`src/rtl/servo_reply_frame_parser_macros.svh`:
```
// assertion helpers for the servo reply frame parser
// both expect signals named clk and rst in the calling scope
`ifndef SERVO_REPLY_FRAME_PARSER_MACROS_SVH
`define SERVO_REPLY_FRAME_PARSER_MACROS_SVH

// same-cycle implication, off during reset
`define SRFP_ASSERT_IMP(label, ante, cons) \
  label: assert property (@(posedge clk) disable iff (rst) (ante) |-> (cons)) \
    else $error("servo reply frame parser check failed");

// next-cycle implication, off during reset
`define SRFP_ASSERT_NXT(label, ante, cons) \
  label: assert property (@(posedge clk) disable iff (rst) (ante) |=> (cons)) \
    else $error("servo reply frame parser check failed");

`endif

```
`src/rtl/srfp_pkg.sv`:
```
package srfp_pkg;

  // ascii codes of the reply frame
  localparam logic [7:0] CH_HASH  = 8'h23;
  localparam logic [7:0] CH_BANG  = 8'h21;
  localparam logic [7:0] CH_P     = 8'h50;
  localparam logic [7:0] CH_ZERO  = 8'h30;
  localparam logic [7:0] CH_NINE  = 8'h39;

  localparam logic [2:0] ID_DIGITS    = 3'd3;
  localparam logic [2:0] PULSE_DIGITS = 3'd4;

  // pulse clamp limits and span of the clamped range
  localparam logic [13:0] PULSE_MIN  = 14'd500;
  localparam logic [13:0] PULSE_MAX  = 14'd2500;
  localparam logic [10:0] PULSE_SPAN = 11'd2000;

  // angle = floor(offset * 27 / 20) = (offset * 27 * ceil(2^20 / 20)) >> 20
  localparam logic [20:0] ANGLE_RECIP = 21'd1415583;
  localparam int          ANGLE_SHIFT = 20;

  typedef enum logic [2:0] {
    PH_IDLE  = 3'd0,
    PH_ID    = 3'd1,
    PH_PULSE = 3'd2
  } srfp_phase_t;

  // closed frame handed from the parser to the result stage
  typedef struct packed {
    logic        ok;
    logic [9:0]  id;
    logic [10:0] offset;
  } srfp_frame_t;

endpackage

```
`src/rtl/srfp_byte_parser.sv`:
```
module srfp_byte_parser (
  input  logic                 clk,
  input  logic                 rst,
  input  logic                 byte_valid,
  input  logic [7:0]           byte_data,
  output logic                 byte_ready,
  output logic                 frame_valid,
  output srfp_pkg::srfp_frame_t frame,
  input  logic                 frame_ready
);
  import srfp_pkg::*;

  srfp_phase_t phase, phase_next;
  logic [2:0]  digit_count, digit_count_next;
  logic [9:0]  id_accum, id_accum_next;
  logic [13:0] pulse_accum, pulse_accum_next;
  logic        format_error, format_error_next;

  logic        take;
  logic        is_digit;
  logic [3:0]  digit;
  logic        closing;
  logic        frame_ok;
  logic [13:0] id_scaled;
  logic [10:0] offset;
  srfp_frame_t frame_next;

  // a byte moves on once the frame slot is free or being drained
  assign byte_ready = !frame_valid || frame_ready;
  assign take       = byte_valid && byte_ready;

  assign is_digit  = (byte_data >= CH_ZERO) && (byte_data <= CH_NINE);
  assign digit     = is_digit ? byte_data[3:0] : 4'd0;
  assign id_scaled = {4'd0, id_accum} * 14'd10 + {10'd0, digit};

  // clamp the pulse and shift it down to an offset from the minimum
  always_comb begin
    if (pulse_accum < PULSE_MIN) begin
      offset = 11'd0;
    end else if (pulse_accum > PULSE_MAX) begin
      offset = PULSE_SPAN;
    end else begin
      offset = 11'(pulse_accum - PULSE_MIN);
    end
  end

  // frame state machine, one byte per step
  always_comb begin
    phase_next        = phase;
    digit_count_next  = digit_count;
    id_accum_next     = id_accum;
    pulse_accum_next  = pulse_accum;
    format_error_next = format_error;
    closing           = 1'b0;
    frame_ok          = (phase == PH_PULSE) && (digit_count == PULSE_DIGITS) && !format_error;

    if (byte_data == CH_HASH) begin
      phase_next        = PH_ID;
      digit_count_next  = 3'd0;
      id_accum_next     = 10'd0;
      pulse_accum_next  = 14'd0;
      format_error_next = 1'b0;
    end else if (phase != PH_IDLE && byte_data == CH_BANG) begin
      closing           = 1'b1;
      phase_next        = PH_IDLE;
      digit_count_next  = 3'd0;
      id_accum_next     = 10'd0;
      pulse_accum_next  = 14'd0;
      format_error_next = 1'b0;
    end else begin
      unique case (phase)
        PH_IDLE: begin
        end
        PH_ID: begin
          if (is_digit && digit_count < ID_DIGITS) begin
            id_accum_next    = id_scaled[9:0];
            digit_count_next = digit_count + 3'd1;
          end else if (byte_data == CH_P && digit_count == ID_DIGITS) begin
            phase_next       = PH_PULSE;
            digit_count_next = 3'd0;
          end else begin
            format_error_next = 1'b1;
          end
        end
        PH_PULSE: begin
          if (is_digit && digit_count < PULSE_DIGITS) begin
            pulse_accum_next = pulse_accum * 14'd10 + {10'd0, digit};
            digit_count_next = digit_count + 3'd1;
          end else begin
            format_error_next = 1'b1;
          end
        end
        default: begin
          phase_next = PH_IDLE;
        end
      endcase
    end

    // malformed frames report zeros
    frame_next.ok     = frame_ok;
    frame_next.id     = frame_ok ? id_accum : 10'd0;
    frame_next.offset = frame_ok ? offset : 11'd0;
  end

  // parser state
  always_ff @(posedge clk) begin
    if (rst) begin
      phase        <= PH_IDLE;
      digit_count  <= 3'd0;
      id_accum     <= 10'd0;
      pulse_accum  <= 14'd0;
      format_error <= 1'b0;
    end else if (take) begin
      phase        <= phase_next;
      digit_count  <= digit_count_next;
      id_accum     <= id_accum_next;
      pulse_accum  <= pulse_accum_next;
      format_error <= format_error_next;
    end
  end

  // closed frame slot
  always_ff @(posedge clk) begin
    if (rst) begin
      frame_valid <= 1'b0;
    end else if (byte_ready) begin
      frame_valid <= take && closing;
    end
  end

  always_ff @(posedge clk) begin
    if (take && closing) begin
      frame <= frame_next;
    end
  end

endmodule

```
`src/rtl/srfp_result_stage.sv`:
```
module srfp_result_stage (
  input  logic                  clk,
  input  logic                  rst,
  input  logic [7:0]            own_id,
  input  logic                  frame_valid,
  input  srfp_pkg::srfp_frame_t frame,
  output logic                  frame_ready,
  output logic                  out_valid,
  input  logic                  out_stall,
  output logic                  frame_ok,
  output logic [9:0]            frame_id,
  output logic                  id_match,
  output logic [11:0]           angle_tenths
);
  import srfp_pkg::*;

  logic [31:0] angle_product;
  logic        load;

  // scale the pulse offset by 27/20 with a reciprocal multiply
  assign angle_product = {21'd0, frame.offset} * {11'd0, ANGLE_RECIP};

  assign frame_ready = !out_valid || !out_stall;
  assign load        = frame_valid && frame_ready;

  // result beat register
  always_ff @(posedge clk) begin
    if (rst) begin
      out_valid <= 1'b0;
    end else if (frame_ready) begin
      out_valid <= frame_valid;
    end
  end

  always_ff @(posedge clk) begin
    if (load) begin
      frame_ok     <= frame.ok;
      frame_id     <= frame.id;
      id_match     <= frame.ok && (frame.id[7:0] == own_id);
      angle_tenths <= angle_product[ANGLE_SHIFT +: 12];
    end
  end

endmodule

```
`src/rtl/servo_reply_frame_parser.sv`:
```
// servo reply frame parser: '#', three id digits, 'P', four pulse digits, '!'
// a closing '!' beat passes the input byte, frame slot and result registers before it shows as a result
// throughput: one byte per cycle unless out_stall holds a result beat, set by the input, frame and result registers
// reset: synchronous, clears the frame state, all valid flags and own_id to 0
`include "servo_reply_frame_parser_macros.svh"

module servo_reply_frame_parser (
  input  logic        clk,
  input  logic        rst,
  input  logic        cfg_valid,
  output logic        cfg_ready,
  input  logic [7:0]  cfg_data,
  input  logic        in_valid,
  output logic        in_stall,
  input  logic [7:0]  rx_byte,
  output logic        out_valid,
  input  logic        out_stall,
  output logic        frame_ok,
  output logic [9:0]  frame_id,
  output logic        id_match,
  output logic [11:0] angle_tenths
);
  import srfp_pkg::*;

  logic [7:0]  own_id;
  logic        byte_valid;
  logic [7:0]  byte_data;
  logic        byte_ready;
  logic        in_ready;
  logic        frame_valid;
  logic        frame_ready;
  srfp_frame_t frame;
  logic        result_zero;

  // configuration register, always writable
  assign cfg_ready = 1'b1;

  always_ff @(posedge clk) begin
    if (rst) begin
      own_id <= 8'd0;
    end else if (cfg_valid && cfg_ready) begin
      own_id <= cfg_data;
    end
  end

  // input byte register
  assign in_ready = !byte_valid || byte_ready;
  assign in_stall = !in_ready;

  always_ff @(posedge clk) begin
    if (rst) begin
      byte_valid <= 1'b0;
    end else if (in_ready) begin
      byte_valid <= in_valid;
    end
  end

  always_ff @(posedge clk) begin
    if (in_valid && in_ready) begin
      byte_data <= rx_byte;
    end
  end

  srfp_byte_parser u_parser (
    .clk         (clk),
    .rst         (rst),
    .byte_valid  (byte_valid),
    .byte_data   (byte_data),
    .byte_ready  (byte_ready),
    .frame_valid (frame_valid),
    .frame       (frame),
    .frame_ready (frame_ready)
  );

  srfp_result_stage u_result (
    .clk          (clk),
    .rst          (rst),
    .own_id       (own_id),
    .frame_valid  (frame_valid),
    .frame        (frame),
    .frame_ready  (frame_ready),
    .out_valid    (out_valid),
    .out_stall    (out_stall),
    .frame_ok     (frame_ok),
    .frame_id     (frame_id),
    .id_match     (id_match),
    .angle_tenths (angle_tenths)
  );

  // every reported field other than the ok flag is zero
  assign result_zero = (frame_id == 10'd0) && !id_match && (angle_tenths == 12'd0);

  // malformed frames carry only zeros
  `SRFP_ASSERT_IMP(a_bad_frame_zero, out_valid && !frame_ok, result_zero)
  // clamped angle never leaves its range
  `SRFP_ASSERT_IMP(a_angle_range, out_valid && frame_ok, angle_tenths <= 12'd2700)
  // input backs up only behind a held result beat
  `SRFP_ASSERT_IMP(a_stall_cause, in_stall, out_valid && out_stall && frame_valid)
  // a config write lands in the next cycle
  `SRFP_ASSERT_NXT(a_cfg_write, cfg_valid && cfg_ready, own_id == $past(cfg_data))

endmodule

```
`config.mk`:
```
export PLATFORM = sky130hd
export DESIGN_NAME = servo_reply_frame_parser
export DESIGN_NICKNAME = d
export VERILOG_FILES = /design/src/rtl/srfp_pkg.sv /design/src/rtl/srfp_byte_parser.sv /design/src/rtl/srfp_result_stage.sv /design/src/rtl/servo_reply_frame_parser.sv
export VERILOG_INCLUDE_DIRS = /design/src /design/src/rtl
export SDC_FILE = /design/constraint.sdc
export NUM_CORES = 1
export LEC_CHECK = 0
export ABC_AREA = 1
export CAP_MARGIN = 10
export CORE_MARGIN = 1
export CORE_UTILIZATION = 65
export CTS_CLUSTER_DIAMETER = 40
export DETAILED_ROUTE_END_ITERATION = 12
export DONT_BUFFER_PORTS = 1
export PLACE_DENSITY = 0.9
export SETUP_SLACK_MARGIN = 0.05
export SYNTH_ARGS = -nofsm -noshare
export SYNTH_HDL_FRONTEND = slang
export SYNTH_SLANG_ARGS = --single-unit
```
`constraint.sdc`:
```
create_clock -name clk -period 5.2 [get_ports clk]
set_input_delay 0.52 -clock clk [delete_from_list [all_inputs] [get_ports clk]]
set_output_delay 0.52 -clock clk [all_outputs]
set_load 0.02 [all_outputs]
```
; After elaboration in Yosys (flattened, before gate mapping)
; Cells that the tools add are included.
[word_totals]
reg_bits = 96
out_inout_bits = 27
word_cells = 112
[classes]
add_sub_neg = 4
n_mul = 3
order_cmp = 6
eq_ne = 15
muxes = 29
bitwise_logic = 1
reduce_logical = 36
[op_table]
columns = operator, count
row1 = 2-to-1 mux 14 bit, 4
row2 = 2-to-1 mux 10 bit, 4
row3 = multiplier 11 x 21 -> 32 bit (second input constant), 1
row4 = 2-to-1 mux 3 bit, 9
row5 = == test 8 x 6 -> 1 bit (second input constant), 2
row6 = nonzero test 3 bit, 5
row7 = adder 14 x 4 -> 14 bit, 1
row8 = greater-than comparator 14 x 12 -> 1 bit (second input constant), 1
row9 = < comparator 14 x 9 -> 1 bit (second input constant), 1
row10 = multiplier 14 x 3 -> 13 bit (second input constant), 1
row11 = logical AND 1 bit, 12
row12 = case mux 3 bit (2 select lines), 2
row13 = 2-to-1 mux 11 bit, 1
row14 = subtractor 11 x 9 -> 11 bit (second input constant), 1
row15 = adder 10 x 4 -> 10 bit, 1
row16 = multiplier 10 x 3 -> 9 bit (second input constant), 1
row17 = == test 8 x 7 -> 1 bit (second input constant), 1
row18 = == test 8 bit, 1
row19 = greater-or-equal comparator 8 x 6 -> 1 bit (second input constant), 1
row20 = less-or-equal comparator 8 x 6 -> 1 bit (second input constant), 1
row21 = inequality test 4 x 2 -> 1 bit (second input constant), 2
row22 = inequality test 4 bit (second input constant), 2
row23 = AND reduction 4 bit, 2
row24 = 2-to-1 mux 1 bit, 7
row25 = 20 further kinds, 30

; Longest topological paths before layout
; Gate-level depths: netlist of run 1.
[logic_depth]
depth_word = 8
depth_mapped = 20
mapped_depth_nobuf = 20

; Cells and area by module
; A second synthesis of run 1 with hierarchy kept.
[unflattened]
cells_unflattened = 1259
area_unflattened_um2 = 9914.5
[modules_own_cells]
columns = mod, n_inst, cells_per_inst, area_each_um2, seq_area_each_um2
row1 = srfp_result_stage, 1, 680, 5387.7, 740.7
row2 = srfp_byte_parser, 1, 528, 3963.8, 1281.2
row3 = servo_reply_frame_parser, 1, 51, 563.0, 420.4

; Worst setup path before layout of run 1
; Ideal clock, no wire load.
[synth_path]
path_type = register to register
from = register, netlist name u_parser.frame[9]
to = register u_result.angle_tenths[5], data pin
arrival_ps = 4403
required_time_ps = 4948
setup_slack_ps = 545
stages_incl_launch_ff = 19
n_path_buf = 0
cell_sequence = edfxtp_1 -> fa_1 -> inv_1 -> fa_1 -> inv_1 -> fa_1 -> fa_1 -> inv_1 -> fa_1 -> inv_1 -> ha_1 -> a21oi_1 -> o21ai_0 -> a21oi_1 -> o21ai_0 -> a21oi_1 -> o21bai_1 -> nand2_1 -> nand2_1
[synth_between]
elab_chain_cells = 1
[synth_rtl]
columns = element, line_no
row1 = multiplier 11 x 21 -> 32 bit, srfp_result_stage.sv:21  ; assign angle_product = {21'd0, frame.offset} * {11'd0, ANGLE_RECIP};
row2 = net u_result.angle_product[25], srfp_result_stage.sv:17  ; logic [31:0] angle_product;
row3 = "end signal, assigned", srfp_result_stage.sv:40  ; angle_tenths <= angle_product[ANGLE_SHIFT +: 12];
row4 = "end, declared", srfp_result_stage.sv:13  ; output logic [11:0] angle_tenths
; The timed path passes the listed nets, and every way through them passes these cells.
; A chain may end at the register's enable or synchronous reset.

; Final worst setup path of run 1
[layout_path]
from = register, netlist name u_parser.frame[10]
to = register u_result.angle_tenths[5], data pin
[layout_between]
elab_chain_cells = 1
[layout_rtl]
columns = element, line_no
row1 = multiplier 11 x 21 -> 32 bit, srfp_result_stage.sv:21
row2 = net u_result.angle_product[25], srfp_result_stage.sv:17
; The timed path passes the listed nets, and every way through them passes these cells.

==> impl_results.md, run 1 <==
- Status: finished clean
- Vias in the first global route: 7932
- Placer Congestion: 0.935
- Router iterations before antenna repair: 6
- Initial Utilization: 67.3%
- Worst-Skew Late Latency: 0.35 ns
- Worst EP arrival: 5.04 ns
- Core Rows: 43
- Ys flop type: edfxtp_1
- RR Endpoint: u_result.angle_tenths[5]
- Fin util: 71.8%
- Post-synth ARST share: 0%
- Most common cell in the netlist: inv_1
- Critical hold path startpoint: rst
- Maximum clock frequency: 203 MHz
- GRT Util Overall: 31.0%
- Root Buffer: clkbuf_16
- Core area: 14000 µm²
- #FFs+latches synth: 95
- Clock sink count: 95
- Share of cells above drive strength 1: 6.12%
- Clock buffer depth: 2
- Post-route worst setup slack: 0.267 ns
- Crit-path max FO: 4
- Seq/Total Area, Yosys: 25.8%
- Register area: 2440 µm²
- DRC: 0
- Non-Filler Instances: 1340
- GRT overflow: 0
- Post-route ant nets: 0
- Layout area overhead: 6.66%
- Clock skew after layout: 0.0118 ns
- Hold Path Class: input port to register
- # diodes: 0
- Syn Inst Count: 1138
- Via density: 5.77
- Net count after synthesis: 1366
- Synth cell types: 44
- Pre-CTS WS: 0.232 ns
- Pwr/cell area: 154 nW/µm²
- Hold buffers post-CTS: 0
- Final Cycle Share: 94.9%
- Leak: 4.94 nW
- Slowest stage cell, crit path: fa_1
- VDD IR-drop max: 0.000193 V
- Cell mode on critical path: inv_1
- Final WL: 22.3 mm
- Post-synth top area share: 17.7%
- Reg2reg setup slack: 0.27 ns
- Synth area leader: ha_1
- Cells after DPL: 1317
- Number of fillers in the final layout: 991
- Synth top area cells: ha_1 (18%), edfxtp_1 (17%), fa_1 (15%)
- Beginning of the critical path: u_parser.frame[10]
- Slowest cell delay on critical path: 0.58 ns
- CTS tree: built
- # nets final: 1383
- Hold depth: 1
- Startpoint Class: register
- First-pass GRT wire length: 35.9 mm
- Period minus WS final: 4.93 ns
- Initial antenna violation count: 0
- Worst Path Required: 5.31 ns
- Slew @ Worst Pin: 0.668 ns
- First DRT Iteration DRCs: 609
- CP Class: register to register
- Final HPWL DP: 17.0 mm
- DP Area: 9690 µm²
- Register-to-Register Path Depth: 19
- Normalized max-slew margin: 55.4%
- Htree depth: 3
- Hold Path Sink: u_parser.id_accum[8]
- Reg2Reg Launch Point: u_parser.frame[10]
- RSZ-0062 raised after global routing: yes
- Die X: 123 µm
- Critical Path End Type: register
- Wire per inst: 16.7 µm
- Post-Syn Area: 9460 µm²
- CTS clk-pin slew, worst paths: 0.07 ns
- EDFF count, synth: 54
- # port buffers: 0
- Design Area, Final: 10100 µm²
- Total power: 1.55 mW
- Die Span Y: 123 µm
- Slew Limit Fails: 0
- Mean Syn Cell Area: 8.31 µm²
- Setup violators final: 0
- # IOs: 48
- Multi-input logic area: 6070 µm²
- Final Hold Slack: 0.230 ns
- Largest net degree at the start of global routing: 25
- CTS buffer count: 9
- Synth top cells by count: inv_1 (241), nand2_1 (195), ha_1 (134)
- Die area: 15000 µm²
- Critical-path cell list: buf_4, ha_1, inv_1, fa_1, inv_1, fa_1, inv_1, fa_1, fa_1, ha_1, nand2_1, inv_1, nand2_1, nor3_1, nand2_1, inv_1, o21ai_0, nand3_1, nand2_1
- Synth Warn #: 0
- Max-cap violations: 0
- TNS Setup: 0 ns
- Final Hold Viols: 0
- Routed vias: 7729
-- report_power, final --
part / switching (mW) / leakage [nW] / internal (mW) / total, mW
combinational: 0.0254 / 3.96 / 0.0108 / 0.0362
clock: 0.286 / 0.151 / 0.422 / 0.708
sequential: 0.00835 / 0.820 / 0.797 / 0.805
-- final cells by class --
cell class / count / area share [%]
Clock inverter: 7 / 0.943
Multi-Input combinational cell: 789 / 60.2
Timing Repair Buffer: 13 / 0.968
Clock buffer: 9 / 2.23
Sequential cell: 95 / 24.2
Inverter: 247 / 9.19
Tap cell: 180 / 2.23
-- worst max-delay path, delay by kind of cell, from the launching register on --
kind / cells / cell delay [ns]
fa+ha+maj: 6 / 2.72
simple gates: 6 / 0.80
buf+inv: 6 / 0.63
flops: 1 / 0.46
compound gates: 1 / 0.08
-- metal layers --
metal / up-vias / GRT usage, % / wire [µm] / part of all wire [%]
met5: - / 0 / 0 / 0
met4: 0 / 17.4 / 1160 / 5.2
met3: 114 / 6.55 / 1360 / 6.1
met2: 371 / 55.9 / 11500 / 51
met1: 3555 / 33.6 / 8360 / 37
li1: 3689 / - / - / -
-- cell families after synthesis --
logic type / after synthesis / synth area share, %
xor gates and xnor gates: 28 / 2.59
other: 1 / 0.0397
AOI/OAI and AO/OA: 153 / 9.14
buffers and inverters: 254 / 10.3
and+or+nand+nor: 400 / 18.9
adders and majority gates: 207 / 33.2
DFF: 95 / 25.8
-- worst max-delay path by stage --
stage          slack [ns]                  endpoint  cells past startpoint
3_3_place_gp         0.35  u_result.angle_tenths[5]                     19
2_1_floorplan        0.54  u_result.angle_tenths[5]                     18
4_1_cts              0.21  u_result.angle_tenths[7]                     18
6_report             0.27  u_result.angle_tenths[5]                     19
5_1_grt              0.03  u_result.angle_tenths[5]                     20
3_5_place_dp         0.23  u_result.angle_tenths[5]                     19
-- sequential cells by signal, summed over array words and instances (netlist names) --
name,flops
u_parser.frame,22
own_id,8
u_parser.format_error,1
byte_valid,1
u_result.frame_ok,1
u_result.angle_tenths,12
u_parser.id_accum,10
u_result.frame_id,10
u_result.out_valid,1
u_parser.frame_valid,1
u_parser.pulse_accum,14
byte_data,8
u_parser.digit_count,3
u_parser.phase,2
u_result.id_match,1
-- cell usage in the layout, fill, tap and decap left out, types with 3 or more instances in the layout --
cell       synthesis  layout
nor2_4             5       5
or2_2              7       7
dfxtp_1           41      41
a31oi_1            8       8
o21bai_1           8       8
nor3_1             8       7
inv_1            241     241
o21ai_0           41      40
clkbuf_16          0       9
ha_1             134     132
nor4_1             4       3
nor2_1            91      91
inv_2              5       5
nand2_1          195     195
o21ai_1            2       3
a21oi_1           77      73
xor2_1            22      22
buf_4              1      13
nand2_2            3       3
nand4_1           15      15
nor2_2             4       4
a21oi_2            0       4
a21o_1             5       5
nand3_1           58      58
edfxtp_1          54      54
o211ai_1           3       3
xnor2_1            6       6
fa_1              73      73
-- timing repair --
item / in CTS / in global routing
setup endpoints to repair: 0 / 8
setup buffers: 0 / 7
gates resized for setup: 0 / 7
Power figures use the tool's default switching activity.
==> inputs of run 2 (changes only) <==
CORE_UTILIZATION = 54   (was 65)
PLACE_DENSITY = 0.78   (was 0.9)
==> run 2 against run 1 <==
Net effect: critical path depth down 1; core utilization down 13 points; routed wire length decreased by 13%; sequential power is essentially flat; clock power shrank 1%; register-to-register slack about the same; first-iteration DRC count decreased by 42%; largest cell class unchanged; highest routed layer unchanged.
==> impl_results.md, run 2 (synthesis gave the netlist of run 1 again) <==
- Status: finished clean (unchanged)
- Slew Limit Fails: 0 (unchanged)
- Share of cells above drive strength 1: 5.28% (was 6.12%)
- Clock buffer depth: 2 (unchanged)
- Clock sink count: 95 (unchanged)
- First DRT Iteration DRCs: 353 (was 609)
- Hold depth: 1 (unchanged)
- Crit-path max FO: 3 (was 4)
- Reg2reg setup slack: 0.26 ns (was 0.27 ns)
- Worst Path Required: 5.31 ns (about the same)
- Pwr/cell area: 153 nW/µm² (was 154 nW/µm²)
- Layout area overhead: 6.60% (was 6.66%)
- Combinational Power Share: 2.1% (was 2.3%)
- CTS buffer count: 9 (unchanged)
- Final WL: 19.4 mm (was 22.3 mm)
- Most flops, register: u_parser.frame (unchanged)
- Initial antenna violation count: 0 (unchanged)
- Period minus WS final: 4.94 ns (was 4.93 ns)
- Die area: 18000 µm² (was 15000 µm²)
- CTS tree: built (unchanged)
- RR Endpoint: u_result.angle_tenths[3] (was u_result.angle_tenths[5])
- Die X: 134 µm (was 123 µm)
- Slowest stage cell, crit path: fa_1 (unchanged)
- Register-to-Register Path Depth: 18 (was 19)
- Critical Path End Type: register (unchanged)
- Critical hold path startpoint: rst (unchanged)
- Max reg flops: 22 (unchanged)
- Core area: 17200 µm² (was 14000 µm²)
- # IOs: 48 (unchanged)
- # nets final: 1378 (was 1383)
- # port buffers: 0 (unchanged)
- Most common cell after layout, fill and taps aside: inv_1 (unchanged)
- CP top delay family: adder cells (unchanged)
- Initial Utilization: 55.0% (was 67.3%)
- Htree depth: 3 (unchanged)
- Clock power share: 45.6% (was 45.7%)
- Maximum clock frequency: 203 MHz (about the same)
- Final Cycle Share: 94.9% (about the same)
- Core Rows: 48 (was 43)
- Slowest cell delay on critical path: 0.54 ns (was 0.58 ns)
- Non-Filler Instances: 1380 (was 1340)
- Max-cap violations: 0 (unchanged)
- Hold Path Sink: u_parser.id_accum[4] (was u_parser.id_accum[8])
- Most frequent cells in the layout: inv_1 (241), nand2_1 (195), ha_1 (134) (was inv_1 (241), nand2_1 (195), ha_1 (132))
- Router iterations before antenna repair: 9 (was 6)
- Cell mode on critical path: fa_1 (was inv_1)
- CP Class: register to register (unchanged)
- Largest regs: u_parser.frame: 22 flops, u_parser.pulse_accum: 14 flops, u_result.angle_tenths: 12 flops (unchanged)
- # diodes: 0 (unchanged)
- Reg2Reg Launch Point: u_parser.frame[8] (was u_parser.frame[10])
- CTS clk-pin slew, worst paths: 0.07 ns (about the same)
- Die Span Y: 134 µm (was 123 µm)
- Worst EP arrival: 5.05 ns (was 5.04 ns)
- GRT Util Overall: 23.1% (was 31.0%)
- Pint: 1.21 mW (was 1.23 mW)
- Critical-path cell list: fa_1, inv_1, fa_1, inv_1, fa_1, fa_1, inv_1, fa_1, inv_1, ha_1, nand2_1, nor2_1, nand2_1, o21ai_0, and2_1, nor2_1, nand2_1, nand2_1 (was buf_4, ha_1, inv_1, fa_1, inv_1, fa_1, inv_1, fa_1, fa_1, ha_1, nand2_1, inv_1, nand2_1, nor3_1, nand2_1, inv_1, o21ai_0, nand3_1, nand2_1)
- Worst-Skew Late Latency: 0.36 ns (was 0.35 ns)
- Final Hold Viols: 0 (unchanged)
- P_sw: 324 µW (was 320 µW)
- Flop pwr share: 52.3% (was 52.0%)
- Root Buffer: clkbuf_16 (unchanged)
- Setup violators final: 0 (unchanged)
- Number of fillers in the final layout: 1507 (was 991)
- Cells after DPL: 1361 (was 1317)
- Clock skew after layout: 0.0110 ns (was 0.0118 ns)
- First-pass GRT wire length: 33.0 mm (was 35.9 mm)
- GRT overflow: 0 (unchanged)
- Placer Congestion: 0.962 (was 0.935)
- Hold Path Class: input port to register (unchanged)
- Vias in the first global route: 7231 (was 7932)
- Via density: 5.27 (was 5.77)
- Final HPWL DP: 16.2 mm (was 17.0 mm)
- Normalized max-slew margin: 61.7% (was 55.4%)
- Wire per inst: 14.0 µm (was 16.7 µm)
- Startpoint Class: register (unchanged)
- VDD IR-drop max: 0.000246 V (was 0.000193 V)
- CP Buf/Inv Count: 4 (was 6)
- DRC: 0 (unchanged)
- Routed vias: 7267 (was 7729)
- Leak: 4.92 nW (was 4.94 nW)
- TNS Setup: 0 ns (unchanged)
- Largest net degree at the start of global routing: 25 (unchanged)
- Sw frac: 21.1% (was 20.6%)
- Post-route ant nets: 0 (unchanged)
- Slew @ Worst Pin: 0.574 ns (was 0.668 ns)
- RSZ-0062 raised after global routing: no (was yes)
## run 2: cell count changes in the layout (fill, tap and decap cells not counted), moves of 2 or more
cell / delta
buf_4: -5
a21oi_1: +2
ha_1: +2
clkinvlp_4: -2
ha_2: -2
a21oi_2: -2
## run 2: power by group through the flow
stage / Combinational [mW] / Clock [mW] / Sequential [mW]
6_report: 0.0328 / 0.701 / 0.805
5_1_grt: 0.0369 / 0.736 / 0.806
4_1_cts: 0.0328 / 0.710 / 0.804
3_5_place_dp: 0.0326 / 0 / 0.821
3_3_place_gp: 0.0319 / 0 / 0.821
2_1_floorplan: 0.0300 / 0 / 0.820
## run 2: what timing repair did
action	in CTS	in global routing
hold buffers	0	0
setup endpoints to repair	0	3
hold endpoints to repair	0	0
buffers inserted	0	3
gates resized for setup	0	1
## run 2: how the worst max path moves through the flow
stage                       start  slack, ns  depth (start not counted)                       end
2_1_floorplan   u_parser.frame[9]       0.54                         18  u_result.angle_tenths[5]
3_3_place_gp   u_parser.frame[10]       0.35                         19  u_result.angle_tenths[5]
3_5_place_dp   u_parser.frame[10]       0.20                         18  u_result.angle_tenths[3]
4_1_cts        u_parser.frame[10]       0.19                         18  u_result.angle_tenths[3]
5_1_grt         u_parser.frame[8]       0.06                         19  u_result.angle_tenths[5]
6_report        u_parser.frame[8]       0.26                         18  u_result.angle_tenths[3]
## run 2: worst register-to-register path, stage by stage, from the launching register on
cell,delay (ns)
edfxtp_1,0.42
fa_1,0.54
inv_1,0.09
fa_1,0.54
inv_1,0.07
fa_1,0.51
fa_1,0.54
inv_1,0.05
fa_1,0.52
inv_1,0.04
ha_1,0.31
nand2_1,0.09
nor2_1,0.16
nand2_1,0.08
o21ai_0,0.35
and2_1,0.21
nor2_1,0.04
nand2_1,0.06
nand2_1,0.06
## run 2: cell type report
type | count | area, µm² | share of cell area, %
multi-input combinational | 789 | 6050 | 60.1
sequential | 95 | 2440 | 24.2
inverter | 247 | 927 | 9.20
tap | 225 | 282 | 2.79
clock buffer | 11 | 254 | 2.52
clock inverter | 5 | 61.3 | 0.608
timing repair buffer | 8 | 60.1 | 0.596
## run 2: through the flow
step / area, µm² / worst slack [ns] / hold WS (ns) / utilization (%) / total power [mW]
after global placement: 9740 / 0.346 / 0.412 / 56.7 / 0.853
final: 10100 / 0.263 / 0.226 / 58.7 / 1.54
after global routing: 10100 / 0.0648 / 0.210 / 58.7 / 1.58
after floorplan: 9460 / 0.545 / 0.400 / - / 0.850
after detailed placement: 9740 / 0.201 / 0.406 / 56.7 / 0.854
after CTS: 10100 / 0.195 / 0.210 / 58.5 / 1.55
## run 2: metal layers
metal	vias to the layer above	share of wire (%)	global-route usage, %
li1	3700	-	-
met5	-	0	0
met4	0	2.4	7.80
met1	3353	43	28.2
met2	177	50	41.0
met3	37	4.1	3.78
==> inputs of run 3 (changes only) <==
CORE_ASPECT_RATIO = 0.75   (was not set)
==> run 3 against run 2 <==
Net effect: combinational power up 2%; global-route usage up 0.52 points; cell count up 0.72%; non-clock buffer count down 1; critical path type unchanged; largest power group unchanged.
==> impl_results.md, run 3 (synthesis gave the netlist of run 1 again) <==
- Hold Path Class: input port to register (unchanged)
- TNS Setup: 0 ns (unchanged)
- Final Cycle Share: 93.4% (was 94.9%)
- GRT overflow: 0 (unchanged)
- Clock buffer depth: 2 (unchanged)
- Die X: 155 µm (was 134 µm)
- Final Hold Viols: 0 (unchanged)
- GR Layer Usage met2: 38.8% (was 41.0%)
- Register area: 2440 µm² (unchanged)
- Die Span Y: 117 µm (was 134 µm)
- Post-route ant nets: 0 (unchanged)
- Period minus WS final: 4.86 ns (was 4.94 ns)
- Via density: 5.23 (was 5.27)
- Router iterations before antenna repair: 5 (was 9)
- Maximum clock frequency: 206 MHz (was 203 MHz)
- Wire per inst: 14.5 µm (was 14.0 µm)
- CTS tree: built (unchanged)
- Layout area overhead: 6.71% (was 6.60%)
- Most flops, register: u_parser.frame (unchanged)
- Critical Path End Type: register (unchanged)
- Normalized max-slew margin: 61.6% (was 61.7%)
- # nets final: 1377 (was 1378)
- VDD IR-drop max: 0.000164 V (was 0.000246 V)
- CP top delay family: adder cells (unchanged)
- Status: finished clean (unchanged)
- Routed vias: 7264 (was 7267)
- Core area: 17000 µm² (was 17200 µm²)
- Placer Congestion: 0.924 (was 0.962)
- Critical-path cell list: fa_1, inv_1, fa_1, inv_1, fa_1, fa_1, inv_1, fa_1, inv_1, ha_1, nand2_1, nor2_1, nand4_1, o21ai_2, nand2_1, inv_1, o21ai_0, nand3_1, nand2_1 (was fa_1, inv_1, fa_1, inv_1, fa_1, fa_1, inv_1, fa_1, inv_1, ha_1, nand2_1, nor2_1, nand2_1, o21ai_0, and2_1, nor2_1, nand2_1, nand2_1)
- Number of fillers in the final layout: 1485 (was 1507)
- Core Rows: 41 (was 48)
- Leak: 4.91 nW (was 4.92 nW)
- Max reg flops: 22 (unchanged)
- Slowest cell delay on critical path: 0.56 ns (was 0.54 ns)
- Initial antenna violation count: 0 (unchanged)
- GR Layer Usage met3: 3.75% (was 3.78%)
- Die area: 18000 µm² (about the same)
- Max-cap violations: 0 (unchanged)
- Worst EP arrival: 4.96 ns (was 5.05 ns)
- Startpoint Class: register (unchanged)
- Multi-input logic area: 6060 µm² (was 6050 µm²)
- Final WL: 20.2 mm (was 19.4 mm)
- Post-CTS Setup Inserts: 0 (unchanged)
- Worst-Skew Late Latency: 0.35 ns (was 0.36 ns)
- GRT Util Overall: 23.6% (was 23.1%)
- Worst Path Required: 5.31 ns (about the same)
- CP Class: register to register (unchanged)
- # diodes: 0 (unchanged)
- Non-Filler Instances: 1390 (was 1380)
- CTS buffer count: 9 (unchanged)
- Gr busiest metal: met2 (unchanged)
- Vias in the first global route: 7026 (was 7231)
- Largest net degree at the start of global routing: 25 (unchanged)
- CP Buf/Inv Count: 5 (was 4)
- Crit-path max FO: 3 (unchanged)
- Final HPWL DP: 16.5 mm (was 16.2 mm)
- DRC: 0 (unchanged)
- Pwr/cell area: 150 nW/µm² (was 153 nW/µm²)
- Share of cells above drive strength 1: 5.37% (was 5.28%)
- Hold buffers post-CTS: 0 (unchanged)
- Cells after DPL: 1374 (was 1361)
- Final Hold Slack: 0.228 ns (was 0.226 ns)
- Slew @ Worst Pin: 0.574 ns (about the same)
- Clock sink count: 95 (unchanged)
- First DRT Iteration DRCs: 429 (was 353)
- Clock skew after layout: 0.00848 ns (was 0.0110 ns)
- CTS clk-pin slew, worst paths: 0.07 ns (about the same)
- # IOs: 48 (unchanged)
- Largest regs: u_parser.frame: 22 flops, u_parser.pulse_accum: 14 flops, u_result.angle_tenths: 12 flops (unchanged)
- Setup violators final: 0 (unchanged)
- Post-route worst setup slack: 0.341 ns (was 0.263 ns)
- Initial Utilization: 55.7% (was 55.0%)
- Most common cell after layout, fill and taps aside: inv_1 (unchanged)
- # port buffers: 0 (unchanged)
- Root Buffer: clkbuf_16 (unchanged)
- Slew Limit Fails: 0 (unchanged)
- Most frequent cells in the layout: inv_1 (241), nand2_1 (195), ha_1 (134) (unchanged)
- First-pass GRT wire length: 33.6 mm (was 33.0 mm)
- RSZ-0062 raised after global routing: no (unchanged)
- Pre-CTS WS: 0.213 ns (was 0.201 ns)
- Slowest stage cell, crit path: fa_1 (unchanged)
- Htree depth: 3 (unchanged)
- Grt met1 use: 32.9% (was 28.2%)
-- run 3: repair_timing --
action	in CTS	in global routing
setup endpoints to repair	0	5
hold endpoints to repair	0	0
gates resized for setup	0	6
-- run 3: power by group --
group / leakage, nW / internal [mW] / total [mW] / switching [mW]
clock: 0.151 / 0.384 / 0.677 / 0.293
combinational: 3.94 / 0.0108 / 0.0335 / 0.0228
sequential: 0.820 / 0.797 / 0.805 / 0.00750
total: 4.91 / 1.19 / 1.52 / 0.323
-- run 3: per-layer routing --
metal  vias to the layer above  share of wire [%]
met5                         -                  0
met4                         0                1.6
met3                        25                5.2
met2                       182                 45
met1                      3370                 49
li1                       3687                  -
-- run 3: per-stage QoR --
| stage | power [mW] | instance area (µm²) | util (%) |
|---|---|---|---|
| after floorplan | 0.850 | 9460 | - |
| after global placement | 0.853 | 9770 | 57.5 |
| after global routing | 1.55 | 10100 | 59.4 |
| final | 1.52 | 10100 | 59.4 |
| after CTS | 1.52 | 10100 | 59.4 |
| after detailed placement | 0.854 | 9770 | 57.5 |
-- run 3: worst reg2reg max path: stages, from the launching register on --
cell and delay (ns):
edfxtp_1 0.43, fa_1 0.56, inv_1 0.09, fa_1 0.51, inv_1 0.06, fa_1 0.50, fa_1 0.54, inv_1 0.05
fa_1 0.52, inv_1 0.04, ha_1 0.32, nand2_1 0.10, nor2_1 0.14, nand4_1 0.11, o21ai_2 0.26, nand2_1 0.09
inv_1 0.06, o21ai_0 0.07, nand3_1 0.09, nand2_1 0.06
-- run 3: cell type report --
class	instances	area share, %
timing repair buffer	7	0.521
inverter	247	9.19
tap	236	2.93
multi-input combinational	789	60.1
sequential	95	24.2
clock buffer	11	2.73
clock inverter	5	0.360
-- run 3: path summary, 6_finish.rpt --
path,slack (ns),from,endpoint,depth (start not counted)
worst max-delay path,0.34,u_parser.frame[8],u_result.angle_tenths[5],19
worst min-delay path,0.23,rst,u_result.out_valid,1
worst max register to register,0.34,u_parser.frame[8],u_result.angle_tenths[5],19
worst min register to register,0.43,u_parser.frame[19],u_result.frame_id[8],0
